`src/hw/rtl/sacl_ram.sv`:
```
// ----------------------------------------------------------------------------
// sacl_ram
// Generic single-write, single-read RAM with a registered read port.
// ----------------------------------------------------------------------------
module sacl_ram #(
	parameter int WIDTH = 8,
	parameter int DEPTH = 16
) (
	input  logic                                    clk,
	input  logic                                    we,
	input  logic [(DEPTH > 1 ? $clog2(DEPTH) : 1)-1:0] waddr,
	input  logic [WIDTH-1:0]                        wdata,
	input  logic                                    re,
	input  logic [(DEPTH > 1 ? $clog2(DEPTH) : 1)-1:0] raddr,
	output logic [WIDTH-1:0]                        rdata
);

	logic [WIDTH-1:0] mem_q [DEPTH];
	logic [WIDTH-1:0] rdata_q;

	// Write port and registered read port; read data holds while re is low.
	always_ff @(posedge clk) begin
		if (we) begin
			mem_q[waddr] <= wdata;
		end
		if (re) begin
			rdata_q <= mem_q[raddr];
		end
	end

	assign rdata = rdata_q;

endmodule

```
`config.mk`:
```
export PLATFORM = sky130hd
export DESIGN_NAME = sacl_ram
export DESIGN_NICKNAME = d
export VERILOG_FILES = /design/src/hw/rtl/sacl_ram.sv
export SDC_FILE = /design/constraint.sdc
export NUM_CORES = 1
export LEC_CHECK = 0
export ABC_CLOCK_PERIOD_IN_PS = 4200
export BUFFER_PORTS_ARGS = -buffer_cell sky130_fd_sc_hd__buf_4
export CORE_ASPECT_RATIO = 0.75
export CORE_MARGIN = 10
export CORE_UTILIZATION = 60
export CTS_CLUSTER_DIAMETER = 30
export DETAILED_ROUTE_END_ITERATION = 16
export PLACE_DENSITY_LB_ADDON = 0.05
export SYNTH_ARGS = -nofsm -noshare
export SYNTH_HDL_FRONTEND = slang
export SYNTH_SLANG_ARGS = --single-unit
```
`constraint.sdc`:
```
create_clock -name clk -period 4.2 [get_ports clk]
set_input_delay 0.42 -clock clk [delete_from_list [all_inputs] [get_ports clk]]
set_output_delay 0.42 -clock clk [all_outputs]
set_load 0.005 [all_outputs]
```
==> reports/results.ini, run 1 <==
[outcome]
status = finished, final reports clean

[timing]
skew_ns = 0.00898
fin_setup_tns_ns = 0
tightestPinTransition_ns = 1.17
timing.final.crit_period_ns = 1.94
layout_setup_ws_ns = 2.26
max_freq_ghz = 0.516
slew-limit-headroom_pct = 21.1
rsz0062_at_grt = no
setup_viol = 0
final.period_utilization_pct = 46.2
slew_viol_final = 0
hold_viol = 0

[finish]
area_delta_synth_final_pct = 16.3
fin_area_mm2 = 0.00608
num_antenna_cells = 0
final_util_pct = 71.6
final_cell_mix = edfxtp_1 (136), buf_4 (28), mux4_2 (18)
nets = 285
drive_gt1_share_pct = 25.8
final_common_cell = edfxtp_1

[placement]
portBuffers = 26
placed_area_mm2 = 0.00549
dpl.hpwl_um = 6320
gp_congestion = 0.718
place_ws_ns = 1.85

[setup_path]
cp-end-kind = flip-flop
setup.worst_path.start = waddr[2]
crit_required_ns = 4.22
r2r_start = mem_q[11][0]
cp.arrival_ns = 1.96
path_class = in -> reg
crit_path_max_fanout = 8
crit_path_start_kind = primary input

[clocking]
cts_inserted_buffers = 17
h-tree-depth = 4
post-cts-setup-buffer-count = 0
cts.clk_slew.worst_paths_ns = 0.06
cts_tree = yes
clock_latency_ns = 0.41
cts_sinks = 136
ctsHoldBuffers = 0
cts-resized-gates = 0
root_buffer = clkbuf_16
cts.path.max_buffers = 2

[synth]
synth_area_per_cell_um2 = 22.8
synth_fa_ha_area_share_pct = 0
synth_compound_area_share_pct = 2.30
syn_inst = 229
synth.distinct_cells = 18
synth_top_family_by_area = multiplexers
ys_seq_elements = 136
yosysWarnings = 0
synth-xor-area-share_pct = 0
yosys.area_share.simple_pct = 3.14
synth_mux_area_share_pct = 14.8
seq_area_frac_synth_pct = 78.1
syn-num-nets = 248
syn_area_mm2 = 0.00523

[detailed_routing]
first_iter_violations = 308
drt_pass1_iterations = 5
vias_per_cell = 6.35
wl_um = 10400
vias = 2456
ant_nets = 0
drc = 0
wl_per_cell_um = 27.0

[global_routing]
grt_max_degree = 33
grt_pass1_wl_um = 15800
grt_pass1_vias = 2467
overflow = 0
grtUsageTotal_pct = 17.4
antenna_found_initial = 0

[floorplan]
ios = 27
die_h_um = 101
dieArea_mm2 = 0.0129
start_util_pct = 61.6
rows = 29
core_area_mm2 = 0.00849
die_w_um = 128

[worst_hold_path]
holdCritPathClass = in -> reg
min_from = re

[power]
leakage_nw = 2.03
p_total_mw = 3.16
comb_power_share_pct = 4.5
net-switching-power_mw = 0.596
powerDensity_mw_per_mm2 = 520
p_sw_share_pct = 18.9
p_int_mw = 2.56
seqPwrFrac_pct = 48.7
vdd_drop_max_mv = 0.355
p_clk_share_pct = 46.8

[run]
cap_violations = 0

## worst paths after layout
| kind | end | slack [ns] | cells after the start |
|---|---|---|---|
| max | mem_q[0][0] | 2.26 | 3 |
| min | rdata[5] | 0.32 | 1 |
| max reg2reg | rdata[0] | 2.68 | 3 |
| min reg2reg | rdata[2] | 0.74 | 3 |
## power by group through the flow
stage | Combinational, mW | Sequential [mW] | Clock, mW
6_report | 0.141 | 1.54 | 1.48
5_1_grt | 0.153 | 1.54 | 1.57
4_1_cts | 0.142 | 1.54 | 1.50
3_5_place_dp | 0.142 | 1.57 | 0
3_3_place_gp | 0.139 | 1.57 | 0
2_1_floorplan | 0.0772 | 1.56 | 0
## kinds of logic after synthesis
family	Yosys count
AOI/OAI and AO/OA	16
buffers and inverters	10
DFF	136
muxes	32
and+or+nand+nor	35
## stage by stage
stage	hold slack (ns)	std cells
after detailed placement	0.732	355
after global routing	0.312	387
after floorplan	0.519	229
final	0.325	387
after CTS	0.303	387
after global placement	0.723	355
## Yosys cell counts
| library cell | instances | share of area, % |
|---|---|---|
| mux4_1 | 14 | 7.0 |
| buf_2 | 3 | 0.29 |
| and2b_1 | 1 | 0.14 |
| nand2_1 | 9 | 0.65 |
| nor3_1 | 4 | 0.38 |
| buf_4 | 1 | 0.14 |
| or3b_2 | 1 | 0.17 |
| nor2_1 | 13 | 0.93 |
| a22oi_1 | 16 | 2.3 |
| edfxtp_1 | 136 | 78 |
| nor2b_1 | 1 | 0.12 |
| buf_6 | 3 | 0.65 |
| and2_1 | 1 | 0.12 |
| mux4_2 | 18 | 7.8 |
| nand2b_1 | 2 | 0.24 |
| nand3b_1 | 2 | 0.29 |
| clkdlybuf4s25_2 | 3 | 0.57 |
| nand3_1 | 1 | 0.096 |
## registers in the layout, indices dropped and copies added (netlist names)
name	cells
rdata	8
mem_q	128
## metal layers
layer  track usage (%)  wire [um]  vias to the layer above  share of wire [%]
met5                 0          0                        -                  0
met2              22.8       4640                      123                 44
met1              26.0       4830                     1267                 46
met3              6.20        876                        8                8.4
met4              6.65         90                        0               0.86
li1                  -          -                     1058                  -
## layout make-up
type	instances	area (um^2)
flip-flops and latches	136	4080
multi-input cells	83	1060
well taps	108	135
repair buffers	28	210
clock inverters	14	161
fillers	507	2410
clock buffers	18	429
## critical path, stage by stage
cell and delay, ns:
buf_4 0.12, or3b_2 0.51, nor3_1 0.91
Power figures use the tool's default switching activity.
==> inputs of run 2 (changes only) <==
- ABC_CLOCK_PERIOD_IN_PS: 4200 -> 1700
- CORE_UTILIZATION: 60 -> 54
- clock period: 4.2 -> 1.7 ns (I/O delays scaled with it)
==> reports/results.ini, run 2 (synthesis results as in run 1) <==
[global_routing]
grt_max_degree = 20  ; -39%
antenna_found_initial = 0  ; unchanged
grtUsageTotal_pct = 14.8  ; -2.6 points
grt_pass1_wl_um = 15100  ; -4.5%
grt_pass1_vias = 2516  ; +2.0%
overflow = 0  ; unchanged

[clocking]
cts_inserted_buffers = 17  ; unchanged
h-tree-depth = 4  ; unchanged
clock_latency_ns = 0.42  ; about the same
cts.clk_slew.worst_paths_ns = 0.06  ; about the same
cts.path.max_buffers = 2  ; unchanged
cts_tree = yes
cts-resized-gates = 0  ; unchanged
post-cts-setup-buffer-count = 0  ; unchanged
cts_sinks = 136  ; unchanged
ctsHoldBuffers = 0  ; unchanged
root_buffer = clkbuf_16

[setup_path]
cp-end-kind = flip-flop
crit_path_start_kind = flip-flop
path_class = reg -> reg
crit_path_max_fanout = 1  ; -7
crit_required_ns = 1.87  ; -2.35 ns
cp.arrival_ns = 1.64  ; -0.32 ns

[finish]
final_util_pct = 67.1  ; -4.5 points
multi_input_area_mm2 = 0.00106  ; -0.47%
final_cell_mix = edfxtp_1 (136), buf_4 (45), mux4_2 (18)
regMostFlops = mem_q
drive_gt1_share_pct = 33.3  ; +7.5 points
nets = 306  ; +7.4%
largest_reg_flops = 128  ; unchanged
seq_area_mm2 = 0.00408  ; unchanged
final_common_cell = edfxtp_1
fin_area_mm2 = 0.00640  ; +5.2%
final_cells = 432  ; +12%
area_delta_synth_final_pct = 22.5
final.fill_count = 614  ; +21%
num_antenna_cells = 0  ; unchanged

[power]
net-switching-power_mw = 1.57  ; +160%
p_sw_share_pct = 18.9  ; +0.063 points
vdd_drop_max_mv = 1.11  ; +210%
comb_power_share_pct = 4.5  ; about the same
leakage_nw = 2.19  ; +7.7%
p_int_mw = 6.71  ; +160%
powerDensity_mw_per_mm2 = 1290  ; +150%
seqPwrFrac_pct = 45.9  ; -2.8 points
p_clk_share_pct = 49.6  ; +2.8 points

[timing]
rsz0062_at_grt = no
hold_viol = 0  ; unchanged
layout_setup_ws_ns = 0.224  ; -2.04 ns
final.period_utilization_pct = 86.8
slew_viol_final = 0  ; unchanged
timing.final.crit_period_ns = 1.48
tightestPinTransition_ns = 0.387  ; -0.787 ns
fin_setup_tns_ns = 0  ; unchanged
skew_ns = 0.0130  ; +0.00406 ns
slew-limit-headroom_pct = 74.2  ; +53 points
max_freq_ghz = 0.677
setup_viol = 0  ; unchanged

[placement]
portBuffers = 26  ; unchanged
placed_area_mm2 = 0.00572  ; +4.2%
dp_cells = 400  ; +13%
place_ws_ns = 0.0214  ; -1.83 ns
gp_congestion = 0.738  ; +2.7%
dpl.hpwl_um = 6430  ; +1.6%

[floorplan]
die_h_um = 105  ; +4.3%
die_w_um = 134  ; +4.6%
start_util_pct = 54.8  ; -6.8 points
rows = 31  ; +6.9%
ios = 27  ; unchanged
core_area_mm2 = 0.00954  ; +12%
dieArea_mm2 = 0.0141  ; +9.1%

[detailed_routing]
drt_pass1_iterations = 4  ; -1
wl_um = 9750  ; -6.6%
drc = 0  ; unchanged
ant_nets = 0  ; unchanged
first_iter_violations = 247  ; -20%
wl_per_cell_um = 22.6  ; -16%
top_layer_used = met4
met3WireLength_um = 796  ; -9.1%
vias_per_cell = 5.62  ; -11%
vias = 2427  ; -1.2%
wl_met1_um = 4330  ; -10%
route.met2.wl_um = 4570  ; -1.7%

[outcome]
status = finished, final reports clean

[run]
cap_violations = 0  ; unchanged

[worst_hold_path]
holdCritPathClass = in -> reg

[run 2: cell types whose count changed in the layout (fill, tap and decap cells not counted), sizes merged]
cell	before	now
bufinv	4	6
clkinv	10	6
clkbuf	18	17
buf	28	49
clkinvlp	0	3
[run 2: metal layers]
metal / vias to the layer above / global-route usage, %
met4: 0 / 5.89
met5: - / 0
met3: 4 / 5.12
met2: 83 / 21.0
li1: 1101 / -
met1: 1239 / 20.7
[run 2: critical path: stages, from the launching register on]
cell and delay, ns:
edfxtp_1 0.35, mux4_1 0.53, a22oi_1 0.27, nand2_1 0.08
[run 2: cell type report]
type | count | share of cell area [%]
multi-input cells | 83 | 16.5
clock inverters | 15 | 3.93
flip-flops and latches | 136 | 63.8
repair buffers | 49 | 6.53
well taps | 132 | 2.58
clock buffers | 17 | 6.65
[run 2: final timing paths]
check              startpoint     endpoint  slack [ns]  cells after the start
setup / recovery  mem_q[9][3]     rdata[3]        0.22                      3
hold / removal       wdata[3]  mem_q[7][3]        0.07                      1
setup reg to reg  mem_q[9][3]     rdata[3]        0.22                      3
hold reg to reg   mem_q[4][3]     rdata[3]        0.75                      3
[run 2: stage by stage]
stage | hold WS [ns] | power, mW
global placement | 0.479 | 4.25
finish | 0.0658 | 8.28
CTS | 0.0536 | 8.35
floorplan | 0.269 | 4.05
detailed placement | 0.491 | 4.25
global route | 0.0617 | 8.54
[run 2: power by group through the flow]
stage | Sequential [mW] | Combinational (mW) | Clock [mW]
floorplan | 3.86 | 0.191 | 0
global placement | 3.87 | 0.377 | 0
detailed placement | 3.87 | 0.384 | 0
CTS | 3.80 | 0.385 | 4.17
global route | 3.80 | 0.412 | 4.33
finish | 3.80 | 0.375 | 4.11
==> inputs of run 3 (changes only) <==
- CELL_PAD_IN_SITES_DETAIL_PLACEMENT: unset -> 1
- CELL_PAD_IN_SITES_GLOBAL_PLACEMENT: unset -> 1
- CORE_UTILIZATION: 54 -> 48
==> reports/results.ini, run 3 (synthesis results as in run 1) <==
[placement]
place_ws_ns = -0.0126  ; -0.0340 ns
portBuffers = 26  ; unchanged
gp_congestion = 0.728  ; -1.3%
dp_cells = 407  ; +1.8%
placed_area_mm2 = 0.00575  ; +0.48%
dpl.hpwl_um = 7510  ; +17%

[detailed_routing]
vias = 2591  ; +6.8%
wl_per_cell_um = 26.9  ; +19%
vias_per_cell = 5.90  ; +5.1%
drc = 0  ; unchanged
first_iter_violations = 230  ; -6.9%
ant_nets = 0  ; unchanged
wl_um = 11800  ; +21%
drt_pass1_iterations = 4  ; unchanged

[power]
p_int_mw = 6.26  ; -6.7%
net-switching-power_mw = 1.56  ; -0.38%
p_sw_share_pct = 20.0  ; +1.0 points
p_clk_share_pct = 46.3  ; -3.3 points
comb_power_share_pct = 5.1  ; +0.6 points
powerDensity_mw_per_mm2 = 1230  ; -4.6%
vdd_drop_max_mv = 0.736  ; -34%
seqPwrFrac_pct = 48.6  ; +2.7 points
leakage_nw = 2.16  ; -1.2%

[finish]
drive_gt1_share_pct = 32.7  ; -0.66 points
area_delta_synth_final_pct = 21.3
final_cell_mix = edfxtp_1 (136), buf_4 (48), mux4_2 (18)
largest_reg_flops = 128  ; unchanged
final_common_cell = edfxtp_1
num_antenna_cells = 0  ; unchanged
nets = 309  ; +0.98%
regMostFlops = mem_q
final_util_pct = 60.7  ; -6.4 points
final_cells = 439  ; +1.6%
fin_area_mm2 = 0.00634  ; -0.94%
final.fill_count = 882  ; +44%

[floorplan]
die_h_um = 110  ; +4.9%
die_w_um = 141  ; +5.2%
ios = 27  ; unchanged
start_util_pct = 50.0  ; -4.8 points
core_area_mm2 = 0.0105  ; +9.5%
dieArea_mm2 = 0.0155  ; +10%
rows = 32  ; +3.2%

[clocking]
cts.clk_slew.worst_paths_ns = 0.06  ; about the same
cts_tree = yes
post-cts-setup-buffer-count = 0  ; unchanged
root_buffer = clkbuf_16
h-tree-depth = 4  ; unchanged
cts_inserted_buffers = 17  ; unchanged
cts-resized-gates = 0  ; unchanged
cts_sinks = 136  ; unchanged
cts.path.max_buffers = 2  ; unchanged
ctsHoldBuffers = 0  ; unchanged
clock_latency_ns = 0.41  ; about the same

[setup_path]
cp.arrival_ns = 1.68  ; +0.04 ns
crit_path_max_fanout = 1  ; unchanged
critical_path_depth = 3  ; unchanged
rr_worst_depth = 3  ; unchanged
path_cells = mux4_2 -> a22oi_1 -> nand2_1
slowest_stage = mux4_2
crit_required_ns = 1.85  ; -0.02 ns
cp-end-kind = flip-flop
slowest_delay_ns = 0.48  ; -0.05 ns
path_class = reg -> reg
crit_path_start_kind = flip-flop
worst-path-buf-inv = 0  ; unchanged
crit_family = multiplexers

[timing]
rsz0062_at_grt = no
layout_setup_ws_ns = 0.172  ; -0.0518 ns
max_freq_ghz = 0.655  ; -3.4%
slew_viol_final = 0  ; unchanged
final.period_utilization_pct = 89.9  ; +3.0 points
skew_ns = 0.00933  ; -0.00371 ns
hold-worst-slack_ns = 0.0710  ; +0.00525 ns
tightestPinTransition_ns = 0.408  ; +0.0216 ns
setup_viol = 0  ; unchanged
timing.final.crit_period_ns = 1.53  ; +0.0518 ns
hold_viol = 0  ; unchanged
slew-limit-headroom_pct = 72.8  ; -1.4 points

[worst_hold_path]
worstHoldPathCells = 1  ; unchanged
holdCritPathClass = in -> reg

[global_routing]
grt_pass1_vias = 2722  ; +8.2%
antenna_found_initial = 0  ; unchanged
grtUsageTotal_pct = 16.1  ; +1.3 points
overflow = 0  ; unchanged
grt_max_degree = 18  ; -10%
grt_pass1_wl_um = 17700  ; +18%

[run]
cap_violations = 0  ; unchanged

[outcome]
status = finished, final reports clean

## run 3: changes by cell type in the layout (fill, tap and decap cells not counted), sizes merged
cell	change
buf	+3
bufinv	-3
clkbuf	+3
## run 3: stage by stage
stage | setup TNS (ns) | total power, mW
5_1_grt | 0 | 8.08
2_1_floorplan | 0 | 4.05
3_3_place_gp | 0 | 4.26
6_report | 0 | 7.82
3_5_place_dp | -0.0131 | 4.27
4_1_cts | 0 | 7.89
## run 3: power by group through the flow
| stage | Clock, mW | Sequential [mW] | Combinational [mW] |
|---|---|---|---|
| after CTS | 3.68 | 3.80 | 0.404 |
| after global routing | 3.84 | 3.81 | 0.431 |
| after detailed placement | 0 | 3.87 | 0.402 |
| final | 3.62 | 3.80 | 0.396 |
| after global placement | 0 | 3.87 | 0.394 |
| after floorplan | 0 | 3.86 | 0.191 |
## run 3: path summary, 6_finish.rpt
check | startpoint | end | slack [ns]
worst max register to register | mem_q[3][6] | rdata[6] | 0.17
worst min register to register | mem_q[3][2] | rdata[2] | 0.77
worst max-delay path | mem_q[3][6] | rdata[6] | 0.17
worst min-delay path | wdata[3] | mem_q[6][3] | 0.07
## run 3: routing by layer
metal	track usage, %	share of wire [%]	up-vias
met5	0	0	-
met4	5.15	1.2	0
met3	5.90	5.4	12
met2	23.2	45	85
met1	22.4	48	1388
li1	-	-	1106
## run 3: area by class of cell
type | count | area [um^2] | area share, %
multi-input combinational | 83 | 1060 | 16.7
clock inverter | 12 | 153 | 2.41
sequential | 136 | 4080 | 64.4
clock buffer | 20 | 437 | 6.89
tap | 136 | 170 | 2.68
timing repair buffer | 52 | 440 | 6.95
