$ cat src/hw/rtl/sacl_pkg.sv
// ----------------------------------------------------------------------------
// sacl_pkg
// Shared types and constants of the set-associative cache lookup: field
// widths, configuration register indexes and the result of the way compare.
// ----------------------------------------------------------------------------
package sacl_pkg;

	// Widths of the counters, stamps and the address field.
	localparam int CNT_W       = 32;
	localparam int STAMP_W     = 32;
	localparam int FIELD_ADDR_W = 48;

	// Widths of the configuration registers and the write port.
	localparam int OFFS_W     = 4;
	localparam int SIDX_W     = 3;
	localparam int WAYC_W     = 4;
	localparam int CFG_IDX_W  = 2;
	localparam int CFG_DATA_W = 4;

	// The set index field before wrapping spans at most seven bits.
	localparam int RAW_SET_W  = 7;
	localparam int RAW_SET_N  = 1 << RAW_SET_W;

	// Configuration register indexes.
	localparam logic [CFG_IDX_W-1:0] CFG_OFFSET_BITS    = 2'd0;
	localparam logic [CFG_IDX_W-1:0] CFG_SET_INDEX_BITS = 2'd1;
	localparam logic [CFG_IDX_W-1:0] CFG_WAYS_IN_USE    = 2'd2;
	localparam logic [CFG_IDX_W-1:0] CFG_REPLACE_LRU    = 2'd3;

	// Result of comparing one way against the current access.
	typedef struct packed {
		logic               match;
		logic               older;
		logic [STAMP_W-1:0] age;
	} cmp_res_t;

endpackage

$ cat src/hw/rtl/sacl_way_cmp.sv
// ----------------------------------------------------------------------------
// sacl_way_cmp
// Shared compare unit: matches one way's tag against the access tag and
// measures the way's age against the oldest way seen so far.
// ----------------------------------------------------------------------------
module sacl_way_cmp #(
	parameter int TAG_W = 48
) (
	input  logic [TAG_W-1:0]            key_tag,
	input  logic [TAG_W-1:0]            way_tag,
	input  logic [sacl_pkg::STAMP_W-1:0] now,
	input  logic [sacl_pkg::STAMP_W-1:0] way_stamp,
	input  logic [sacl_pkg::STAMP_W-1:0] best_age,
	input  logic                        have_best,
	output sacl_pkg::cmp_res_t          res
);
	import sacl_pkg::*;

	logic [STAMP_W-1:0] age;

	// Age is taken modulo the stamp width so it stays right across clock wrap.
	assign age = now - way_stamp;

	always_comb begin
		res.match = (key_tag == way_tag);
		res.older = !have_best || (age > best_age);
		res.age   = age;
	end

endmodule

$ cat config.mk
export PLATFORM = sky130hd
export DESIGN_NAME = sacl_way_cmp
export DESIGN_NICKNAME = d
export VERILOG_FILES = /design/src/hw/rtl/sacl_pkg.sv /design/src/hw/rtl/sacl_way_cmp.sv
export SDC_FILE = /design/constraint.sdc
export NUM_CORES = 1
export LEC_CHECK = 0
export ABC_AREA = 1
export BUFFER_PORTS_ARGS = -buffer_cell sky130_fd_sc_hd__clkbuf_2
export CORE_UTILIZATION = 35
export DETAILED_ROUTE_END_ITERATION = 10
export PLACE_DENSITY = 0.64
export SETUP_SLACK_MARGIN = 0.2
export SYNTH_ARGS = -nofsm -noshare
export SYNTH_HDL_FRONTEND = slang
export SYNTH_SLANG_ARGS = --single-unit
$ cat constraint.sdc
create_clock -name vclk -period 4.5
set_clock_uncertainty 0.2 [all_clocks]
set_input_delay 0.225 -clock vclk [all_inputs]
set_output_delay 0.225 -clock vclk [all_outputs]
set_load 0.005 [all_outputs]
==> results of run 1 <==
## metal layers
metal  track usage  vias to the layer above  share of wire
met3       0.02620                        8          0.063
met5             0                        -              0
met2        0.4295                      141           0.51
met1        0.2497                     1975           0.41
li1              -                     2563              -
met4       0.03421                        0          0.012
## metrics by stage
stage / hold slack [ns] / total power [mW]
finish: 0.4619 / 0.6612
floorplan: 0.2954 / 0.4117
global route: 0.4827 / 0.7585
CTS: 0.4625 / 0.6675
global placement: 0.4648 / 0.6612
detailed placement: 0.4625 / 0.6646
## layout make-up
type / count / area (µm²)
inverter: 150 / 563.0
tap: 136 / 170.2
multi-input combinational: 532 / 3122
fill: 1189 / 5284
timing repair buffer: 227 / 1136
antenna: 1 / 2.502
## kinds of logic (layout without fill, tap and decap cells)
kind of cell	after synthesis	in the layout	share of synthesized area
adder cells (fa/ha/maj)	64	64	0.2194
AND/OR/NAND/NOR	335	335	0.3844
buffers and inverters	150	377	0.1528
other	0	1	0
XOR/XNOR	55	55	0.1307
AO/OA/AOI/OAI	78	78	0.1127
## power by group
part	leakage [nW]	internal, mW	switching (mW)	total (mW)
Clock	0.00000634	0.0000000299	0	0.0000000299
Sequential	0	0	0	0
Combinational	3.30	0.288	0.373	0.661
Total	3.30	0.288	0.373	0.661
## path summary, 6_finish.rpt
path                      start  endpoint  depth (start not counted)
worst max-delay path     now[0]   res[32]                         27
worst min-delay path  have_best   res[32]                          3
## synth_stat cells (4+ instances only)
master / number / share of area
nand4_1: 4 / 0.0068
a21oi_1: 46 / 0.062
nand2_2: 14 / 0.024
ha_1: 63 / 0.21
nor3_1: 9 / 0.012
xnor2_1: 23 / 0.055
inv_1: 149 / 0.15
nor2_2: 5 / 0.0085
nor2_1: 52 / 0.053
nand2_1: 209 / 0.21
xor2_1: 32 / 0.076
nand3_1: 31 / 0.042
o21ai_0: 23 / 0.031
## cells in the final DEF (no fill, tap or decap), types with 23 or more instances in the layout
cell,count
nor2_1,52
nand2_1,209
inv_1,149
xor2_1,32
nand3_1,31
xnor2_1,23
a21oi_1,46
clkbuf_2,227
ha_1,63
o21ai_0,23
## critical path: stages
cell,delay [ns]
clkbuf_2,0.08
inv_1,0.04
ha_1,0.14
inv_1,0.06
fa_1,0.38
nand2_1,0.08
clkinv_1,0.07
nand2_1,0.07
nand2_2,0.09
nand2_2,0.08
nand2_2,0.07
nand3_2,0.07
nand2_2,0.08
nand2_2,0.07
nand2_1,0.05
nand2_1,0.06
nand2_1,0.06
ha_1,0.27
nand2_1,0.06
nor2_1,0.16
nand4_1,0.13
nor3b_1,0.33
nand2_1,0.09
nand2_1,0.06
nand2_1,0.05
nand2_1,0.05
clkbuf_2,0.10
==> summary by stage, run 1 <==
STA
Derived from the worst setup path, the maximum achievable clock frequency is 286.7 MHz. Setup repair after global routing left no endpoint under its margin. The shortest period the worst path allows is 3.487 ns. Setup violations remaining at the end of the flow were counted as 0. The portion of the clock cycle consumed by the worst path in the final layout is 0.7750. The total count of hold-check failures in the final report is 0. The max-slew violation count is 0. Setup total negative slack on the finished layout was measured at 0 ns.

The headroom to the max-slew limit is 0.7596. The final worst setup slack is 1.013 ns. At the pin with the least slew margin, the transition time is 0.3594 ns.

Global routing
The total grt overflow is 0. The largest net degree at the start of global routing is 6. The wire length of the first global-routing pass is 19420 µm. The total global routing track utilization is 0.2174. The initial antenna violation count is 1. The number of global-route vias before repair is 4338.

Floorplanning
The die footprint is 10940 µm². The floorplan has 37 rows. The I/O pin count is 227. The die span in y is 104.6 µm. The floorplan step defined a core boundary enclosing 10280 µm².

The floorplan die width is 104.6 µm. For this configuration, the core starts out at a cell density of 0.3585.

Placement
The number of buffer cells added on primary ports is 227. Summing all placed instances gives a cell area of 4991 µm². The sum of net half-perimeters after detailed placement is 11570 µm. At the end of routability-driven placement, the weighted congestion stood at 0.9036. In this run, placement finished with an instance count of 1045. OpenSTA, run right after detailed placement, puts the worst setup slack at 0.9563 ns.

Final layout
Across the whole layout, storage elements account for 0 µm². The final core utilization is 0.4859. The synthesis-to-layout area growth is 35.52%. The final layout contains 1168 nets.

The final cell count without fillers is 1046. The design has 0 sequential cells. The share of final-layout standard cells stronger than drive strength 1 is 0.2794. The finished cells cover 4994 µm².

The clock buffers instantiated in the layout total 0.

Critical path
The critical path required time is 4.07 ns. The worst setup path is captured at an output port. The critical path is of the in -> out type. Data arrives at the worst endpoint at 3.06 ns.

The top fanout value on the critical path is 4. STA classifies the critical path startpoint as an input port.

Route
The average vias per placed instance is 4.481. The DRC marker count from the first detailed-route iteration is 169. In this run the remaining antenna-violating nets after routing total 0. The mean routed wirelength per cell is 11.52 µm.

The number of search-and-repair iterations in the first detailed-routing pass is 4. The final layout contains routed wiring with a total length of 12050 µm. After detailed routing, the number of remaining DRC violations is 0. The number of vias after detailed routing is 4687.

Clocking
Once the clock tree was built, the setup fixing pass inserted 0 buffers. In this run, post-CTS hold repair placed 0 buffers. The post-cts sizing count is 0.

Synth
Counting every instance in the synthesized netlist gives 682. A synthesized cell averages 5.403 µm². The number of unique standard cell types used by synthesis is 28. The share of the Yosys chip area taken by registers is 0.

The synthesized net count is 939. Summing every instance area after synthesis gives 3685 µm². During synthesis, Yosys emitted a total of 0 warnings.

Power and ir drop
In this run the static leakage power is 3.298 nW. The largest voltage drop on the vdd net is 0.04358 mV. Dividing total power by cell area gives a power density of 132.4 nW/µm².

Job
Max-cap violations in this run came to 0.

Outcome
The flow ran to the end, and the final reports show no timing, DRC or antenna violations.

Worst hold path
The path category of the worst min-delay check is in -> out.
Note: power is estimated with default switching activity, not from simulation.
==> inputs of run 2 (changes only) <==
==> constraint.sdc (replaced) <==
create_clock -name vclk -period 3.6
set_clock_uncertainty 0.2 [all_clocks]
set_input_delay 0.18 -clock vclk [all_inputs]
set_output_delay 0.18 -clock vclk [all_outputs]
set_load 0.005 [all_outputs]
==> run 2 against run 1 <==
Compared with the run above:
- worst setup slack lost 0.64 ns
- power grew 35%
- highest routed layer unchanged
- global-route usage shrank 0.29 points
- critical path type unchanged
- hold slack lost 0.094 ns
- wire length grew 3.2%
- sequential cell count is the same
- first-iteration DRC count shrank 9.5%
- design area grew 5.1%
- critical endpoint unchanged
- die area is the same
- critical path depth is the same
- count of clock-buffer cells in the layout is the same
- cell count grew 0.57%
==> summary by stage, run 2 (same netlist as run 1, synthesis figures left out) <==
Outcome
The flow ran to the end, and the final reports show no timing, DRC or antenna violations.

Final layout
The share of final-layout standard cells stronger than drive strength 1 was 0.3235 (+0.04407). The clock buffer count in the final layout was 0 (unchanged). The synthesis-to-layout area growth is 42.41%. The flip-flop and latch count came to 0 (unchanged). The library cells used most frequently in the layout, excluding fill and tap cells, are clkbuf_2 (226), nand2_1 (201), inv_1 (146).

The number of fillers in the final layout is 1130 (-5.0%). The final net count is 1174 (+0.51%). The commonest non-fill, non-tap cell in the layout is clkbuf_2. The area taken by flip-flops and latches came to 0 µm² (unchanged). The total area of multi-input combinational cells is 3319 µm² (+6.3%). The final core utilization is 0.5106 (+0.02471).

Critical path
The critical path data arrival time came to 2.84 ns (-0.22 ns). The top fanout value on the critical path is 4 (unchanged). The cell family contributing the most delay on the critical path is simple AND/OR/NAND/NOR gates. The critical path required time is 3.22 ns (-0.85 ns). The highest cell delay on the worst timing path came to 0.38 ns (about the same).

The combined buffer and inverter count along the critical path is 5 (unchanged). Counting stages on the worst path, the most repeated cell is nand2_1. The setup path with the least slack is of type in -> out.

The endpoint kind of the worst setup timing path is an output port. The worst setup path is launched from an input port. The cell with the largest stage delay on the worst path is fa_2.

Placement
The number of buffer cells added on primary ports was 227 (unchanged). The global placer's final weighted congestion is 0.9031 (about the same). The sum of net half-perimeters after detailed placement was 11600 µm (+0.28%).

Floorplanning
The die span in y came to 104.6 µm (unchanged). The floorplan die width is 104.6 µm (unchanged). The I/O pin count is 227 (unchanged). The starting utilization of the core area was 0.3585 (unchanged). The die footprint came to 10940 µm² (unchanged). The core region area came to 10280 µm² (unchanged).

The number of standard-cell rows in the floorplan is 37 (unchanged).

Power and ir drop
The largest voltage drop on the vdd net is 0.05791 mV (+33%). The leakage power summed over all cells came to 3.370 nW (+2.2%). The power density of the placed cells is 169.9 nW/µm² (+28%). The total power consumption of the routed design is 0.8915 mW (+35%).

STA
Dividing the final minimum period by the clock period gives 0.8953. The shortest period the worst path allows is 3.223 ns. The final sum of negative setup slack is 0 ns (unchanged). The worst hold-check slack came to 0.3682 ns (-0.09376 ns). The top achievable clock speed is 310.3 MHz. The slew at the pin closest to its max-slew limit was 0.3994 ns (+0.04007 ns). The total setup violations reported at the end of the flow is 0 (unchanged). The headroom to the max-slew limit was 0.7327 (-0.02688). The total count of hold-check failures in the final report is 0 (unchanged). The max-slew violation count is 0 (unchanged). Setup repair after global routing could not meet its margin everywhere.

Route
The mean routed wirelength per cell is 11.82 µm (+2.6%). The number of search-and-repair iterations in the first detailed-routing pass was 5 (+1). The DRC marker count from the first detailed-route iteration is 153 (-9.5%).

The post-detailed-route DRC marker count is 0 (unchanged). The final routed wirelength across all metal layers came to 12430 µm (+3.2%). The number of vias after detailed routing is 4716 (+0.62%). The average vias per placed instance is 4.483 (about the same). The number of nets with antenna violations after detailed routing is 0 (unchanged).

Global routing
The number of global-route vias before repair is 4323 (-0.35%). The largest net degree at the start of global routing is 6 (unchanged). The total global routing track utilization is 0.2145 (-0.002902). The total grt overflow is 0 (unchanged). The wire length of the first global-routing pass is 19130 µm (-1.5%).

The initial antenna violation count came to 1 (unchanged).

Clocking
The number of hold buffers added after CTS is 0 (unchanged).

Worst hold path
The worst hold path belongs to the class in -> out.

Job
The number of max-capacitance violations reported is 0 (unchanged).
==> run 2: final cells by class <==
type | instances | area share
timing repair buffer | 233 | 0.2263
antenna | 1 | 0.0004769
tap | 136 | 0.03243
multi-input combinational | 532 | 0.6326
inverter | 150 | 0.1082
==> run 2: per-stage QoR <==
step / instance area [µm²] / setup WS [ns] / cells
finish: 5248 / 0.3769 / 1052
detailed placement: 4991 / 0.1466 / 1045
CTS: 4996 / 0.2224 / 1045
global placement: 4991 / 0.2022 / 1045
global route: 5248 / 0.1547 / 1052
floorplan: 3685 / 0.7045 / 682
==> run 2: metal layers <==
metal / routed length [µm] / share of wire / global-route usage / vias to the layer above
li1: - / - / - / 2575
met3: 747 / 0.060 / 0.02433 / 6
met5: 0 / 0 / 0 / -
met2: 6475 / 0.52 / 0.4352 / 144
met1: 5091 / 0.41 / 0.2441 / 1991
met4: 116 / 0.0093 / 0.01811 / 0
==> run 2: worst paths after layout <==
| check | endpoint | slack (ns) | start | depth (start not counted) |
|---|---|---|---|---|
| setup / recovery | res[32] | 0.38 | now[0] | 27 |
| hold / removal | res[32] | 0.37 | have_best | 3 |
==> run 2: what timing repair did <==
action                                 in CTS  in global routing
resized for setup                           1                 49
endpoints found under the hold margin       0                  0
pin swaps                                   0                 22
buffers inserted                            0                  6
setup endpoints to repair                   1                  1
==> run 2: power by group <==
part	switching, mW	internal [mW]	total, mW
sequential	0	0	0
clock	0	0.0000000372	0.0000000372
combinational	0.497	0.394	0.891
total	0.497	0.394	0.891
==> inputs of run 3 (changes only) <==
--- a/config.mk
+++ b/config.mk
@@ -5,11 +5,10 @@
 export SDC_FILE = /design/constraint.sdc
 export NUM_CORES = 1
 export LEC_CHECK = 0
-export ABC_AREA = 1
 export BUFFER_PORTS_ARGS = -buffer_cell sky130_fd_sc_hd__clkbuf_2
 export CORE_UTILIZATION = 35
 export DETAILED_ROUTE_END_ITERATION = 10
-export PLACE_DENSITY = 0.64
+export PLACE_DENSITY = 0.67
 export SETUP_SLACK_MARGIN = 0.2
 export SYNTH_ARGS = -nofsm -noshare
 export SYNTH_HDL_FRONTEND = slang
==> run 3 against run 2 <==
Compared with the run above:
- largest cell class unchanged
- wire length shrank 0.85%
- critical endpoint unchanged
- area after synthesis shrank 14%
- non-clock buffer count grew 110
- highest routed layer unchanged
- sequential share of layout area is the same
- core utilization grew 11 points
- synthesized cell count shrank 34%
- sequential cell count is the same
- critical path depth shrank 6
- design area grew 2.9%
- die area shrank 14%
- power grew 22%
- the flow now finishes with violations (negative setup slack)
- combinational power grew 21%
==> summary by stage, run 3 <==
Outcome
The flow ran to the end, but the final reports show violations. The final reports fail on negative setup slack.

Final layout
The final cell count without fillers is 895 (-15%). The antenna diode instance count is 0 (-1). The number of fillers in the final layout is 843 (-25%). The area growth from synthesis to layout is 70.42%. The clock buffer count in the final layout is 0 (unchanged). The flip-flop and latch count is 0 (unchanged). The area taken by flip-flops and latches came to 0 µm² (unchanged). Leaving out fill and tap cells, the most frequent cells in the layout are clkbuf_2 (226), buf_4 (116), inv_1 (69). The commonest non-fill, non-tap cell in the layout is clkbuf_2. The share of final-layout standard cells stronger than drive strength 1 is 0.4689 (+0.1454). The final net count came to 1046 (-11%).

Critical path
The combined buffer and inverter count along the critical path came to 4 (-1). The critical path data arrival time is 3.85 ns (+1.01 ns). The critical path launch point type is an input port. The worst setup path is captured at an output port. The critical path is of the in -> out type. Among all stages on the critical path, the largest delay is contributed by or3_4.

The gate family responsible for the most delay along the worst path is compound AO/OA/AOI/OAI gates. The critical path required time came to 3.22 ns (about the same). The worst setup path startpoint is now[0]. The top fanout value on the critical path is 3 (-1). The highest cell delay on the worst timing path is 0.38 ns (about the same). The signal on the critical path passes through clkbuf_16 > inv_12 > ha_4 > inv_2 > fa_2 > a21o_1 > a221oi_4 > o21ai_2 > a221oi_4 > a21oi_2 > a21oi_2 > xnor2_2 > ha_1 > and3_4 > a221o_1 > nand2_1 > nand4b_1 > or3_4 > a211oi_2 > nor2_1 > clkbuf_2.

Floorplanning
The I/O pin count is 227 (unchanged). The floorplan die width is 97.14 µm (-7.1%). The core region area is 8763 µm² (-15%). The number of standard-cell rows in the floorplan was 34 (-8.1%). The die span in y is 97.14 µm (-7.1%). The die footprint is 9436 µm² (-14%). The starting utilization of the core area is 0.3615 (+0.002973).

STA
Setup repair after global routing could not meet its margin everywhere. The top achievable clock speed came to 236.6 MHz (-24%). The slew at the pin closest to its max-slew limit is 0.5067 ns (+0.1073 ns).

The shortest period the worst path allows was 4.226 ns (+1.003 ns). The final sum of negative setup slack came to -0.6265 ns (-0.6265 ns). The headroom to the max-slew limit came to 0.6586 (-0.07414). The total setup violations reported at the end of the flow is 1 (+1). The total count of hold-check failures in the final report is 0 (unchanged).

The portion of the clock cycle consumed by the worst path in the final layout came to 1.174 (+0.2787). The final worst setup slack was -0.6265 ns (-1.003 ns). The max-slew violation count is 0 (unchanged).

Synth
The number of unique standard cell types used by synthesis is 49 (+75%). The average cell area after synthesis is 7.040 µm² (+30%). The synthesized net count is 707 (-25%). The mapped cell area is 3168 µm² (-14%). The library cell with the largest summed area after synthesis is ha_1.

The total number of yosys warnings was 0 (unchanged). Ranked by total cell area, the synthesized netlist is headed by ha_1 (25%), xor2_1 (17%), inv_1 (8.4%), a21oi_1 (6.3%), xnor2_1 (5.3%). The gate count of the mapped netlist is 450 (-34%). The sequential element share of the synthesized area was 0 (unchanged).

The commonest cells after synthesis are inv_1 (71), ha_1 (63), xor2_1 (60). The share of the synthesized area in the top cell type is 0.2488 (+0.03489). The dominant cell by count in the synthesized netlist is inv_1.

Power and ir drop
The power density of the placed cells is 200.8 nW/µm² (+18%). The total power consumption of the routed design is 1.084 mW (+22%). The leakage power summed over all cells is 3.210 nW (-4.8%). The largest voltage drop on the vdd net is 0.06399 mV (+11%).

Placement
The global placer's final weighted congestion was 0.9274 (+2.7%). The sum of net half-perimeters after detailed placement is 11440 µm (-1.5%). The number of buffer cells added on primary ports was 227 (unchanged). The cell count after placement is 894 (-14%).

Route
The average vias per placed instance was 4.959 (+11%). The mean routed wirelength per cell is 13.77 µm (+17%). The DRC marker count from the first detailed-route iteration was 163 (+6.5%).

The number of nets with antenna violations after detailed routing is 0 (unchanged). The number of search-and-repair iterations in the first detailed-routing pass came to 4 (-1). The post-detailed-route DRC marker count is 0 (unchanged).

The final routed wirelength across all metal layers is 12320 µm (-0.85%). The number of vias after detailed routing is 4438 (-5.9%).

Clocking
The number of hold buffers added after CTS was 0 (unchanged).

Job
The number of max-capacitance violations reported is 0 (unchanged).

Global routing
The initial antenna violation count was 0 (-1). The largest net degree at the start of global routing is 9 (+3). The total global routing track utilization is 0.2559 (+0.04137). The wire length of the first global-routing pass is 20270 µm (+6.0%). The number of global-route vias before repair is 4584 (+6.0%). The total grt overflow is 0 (unchanged).

Worst hold path
The worst hold path belongs to the class in -> out. The startpoint identified for the worst hold timing path is way_stamp[0].
-- run 3: changes by cell type after synthesis, sizes merged, moves of 8 or more --
cell | before | now
nand2 | 223 | 31
inv | 149 | 71
nor2 | 57 | 18
xor2 | 32 | 60
nand3 | 33 | 11
a21o | 1 | 18
nor4 | 1 | 13
nand4 | 4 | 13
a21oi | 48 | 40
-- run 3: worst paths after layout --
path  endpoint  slack (ns)  cells past startpoint
max    res[32]       -0.63                     21
min     res[0]        0.54                      4
-- run 3: layer usage --
metal,vias up,wire [µm],track usage
met5,-,0,0
met3,12,668,0.02014
met1,1991,5079,0.3035
met2,176,6378,0.5016
li1,2259,-,-
met4,0,197,0.03904
-- run 3: metrics by stage --
step	setup WS [ns]	util	cell area, µm²	hold slack, ns
after floorplan	-0.3268	-	3219	0.3031
after global placement	-0.6503	0.6055	5306	0.5249
after detailed placement	-0.7521	0.6055	5306	0.5367
after CTS	-0.6450	0.6112	5356	0.5375
after global routing	-0.7992	0.6161	5399	0.5580
final	-0.6265	0.6161	5399	0.5369
-- run 3: cell type report --
type / instances / area, µm² / share of cell area
Tap cell: 108 / 135.1 / 0.02503
Multi-Input combinational cell: 373 / 2958 / 0.5479
Timing Repair Buffer: 343 / 2027 / 0.3754
Inverter: 71 / 279.0 / 0.05168
-- run 3: timing repair --
| item | in CTS | in global routing |
|---|---|---|
| pin swaps | 13 | 10 |
| gates resized for setup | 7 | 8 |
| setup endpoints to repair | 1 | 1 |
| buffers inserted | 1 | 0 |
-- run 3: cell families after synthesis --
| kind of cell | synth area share |
|---|---|
| AND/OR/NAND/NOR | 0.1860 |
| AO/OA/AOI/OAI | 0.2413 |
| XOR/XNOR | 0.2184 |
| buffers and inverters | 0.09913 |
| adder cells (fa/ha/maj) | 0.2551 |
-- run 3: power breakdown --
group | switching, mW | internal [mW]
clock network | 0 | 0
registers | 0 | 0
logic | 0.506 | 0.578
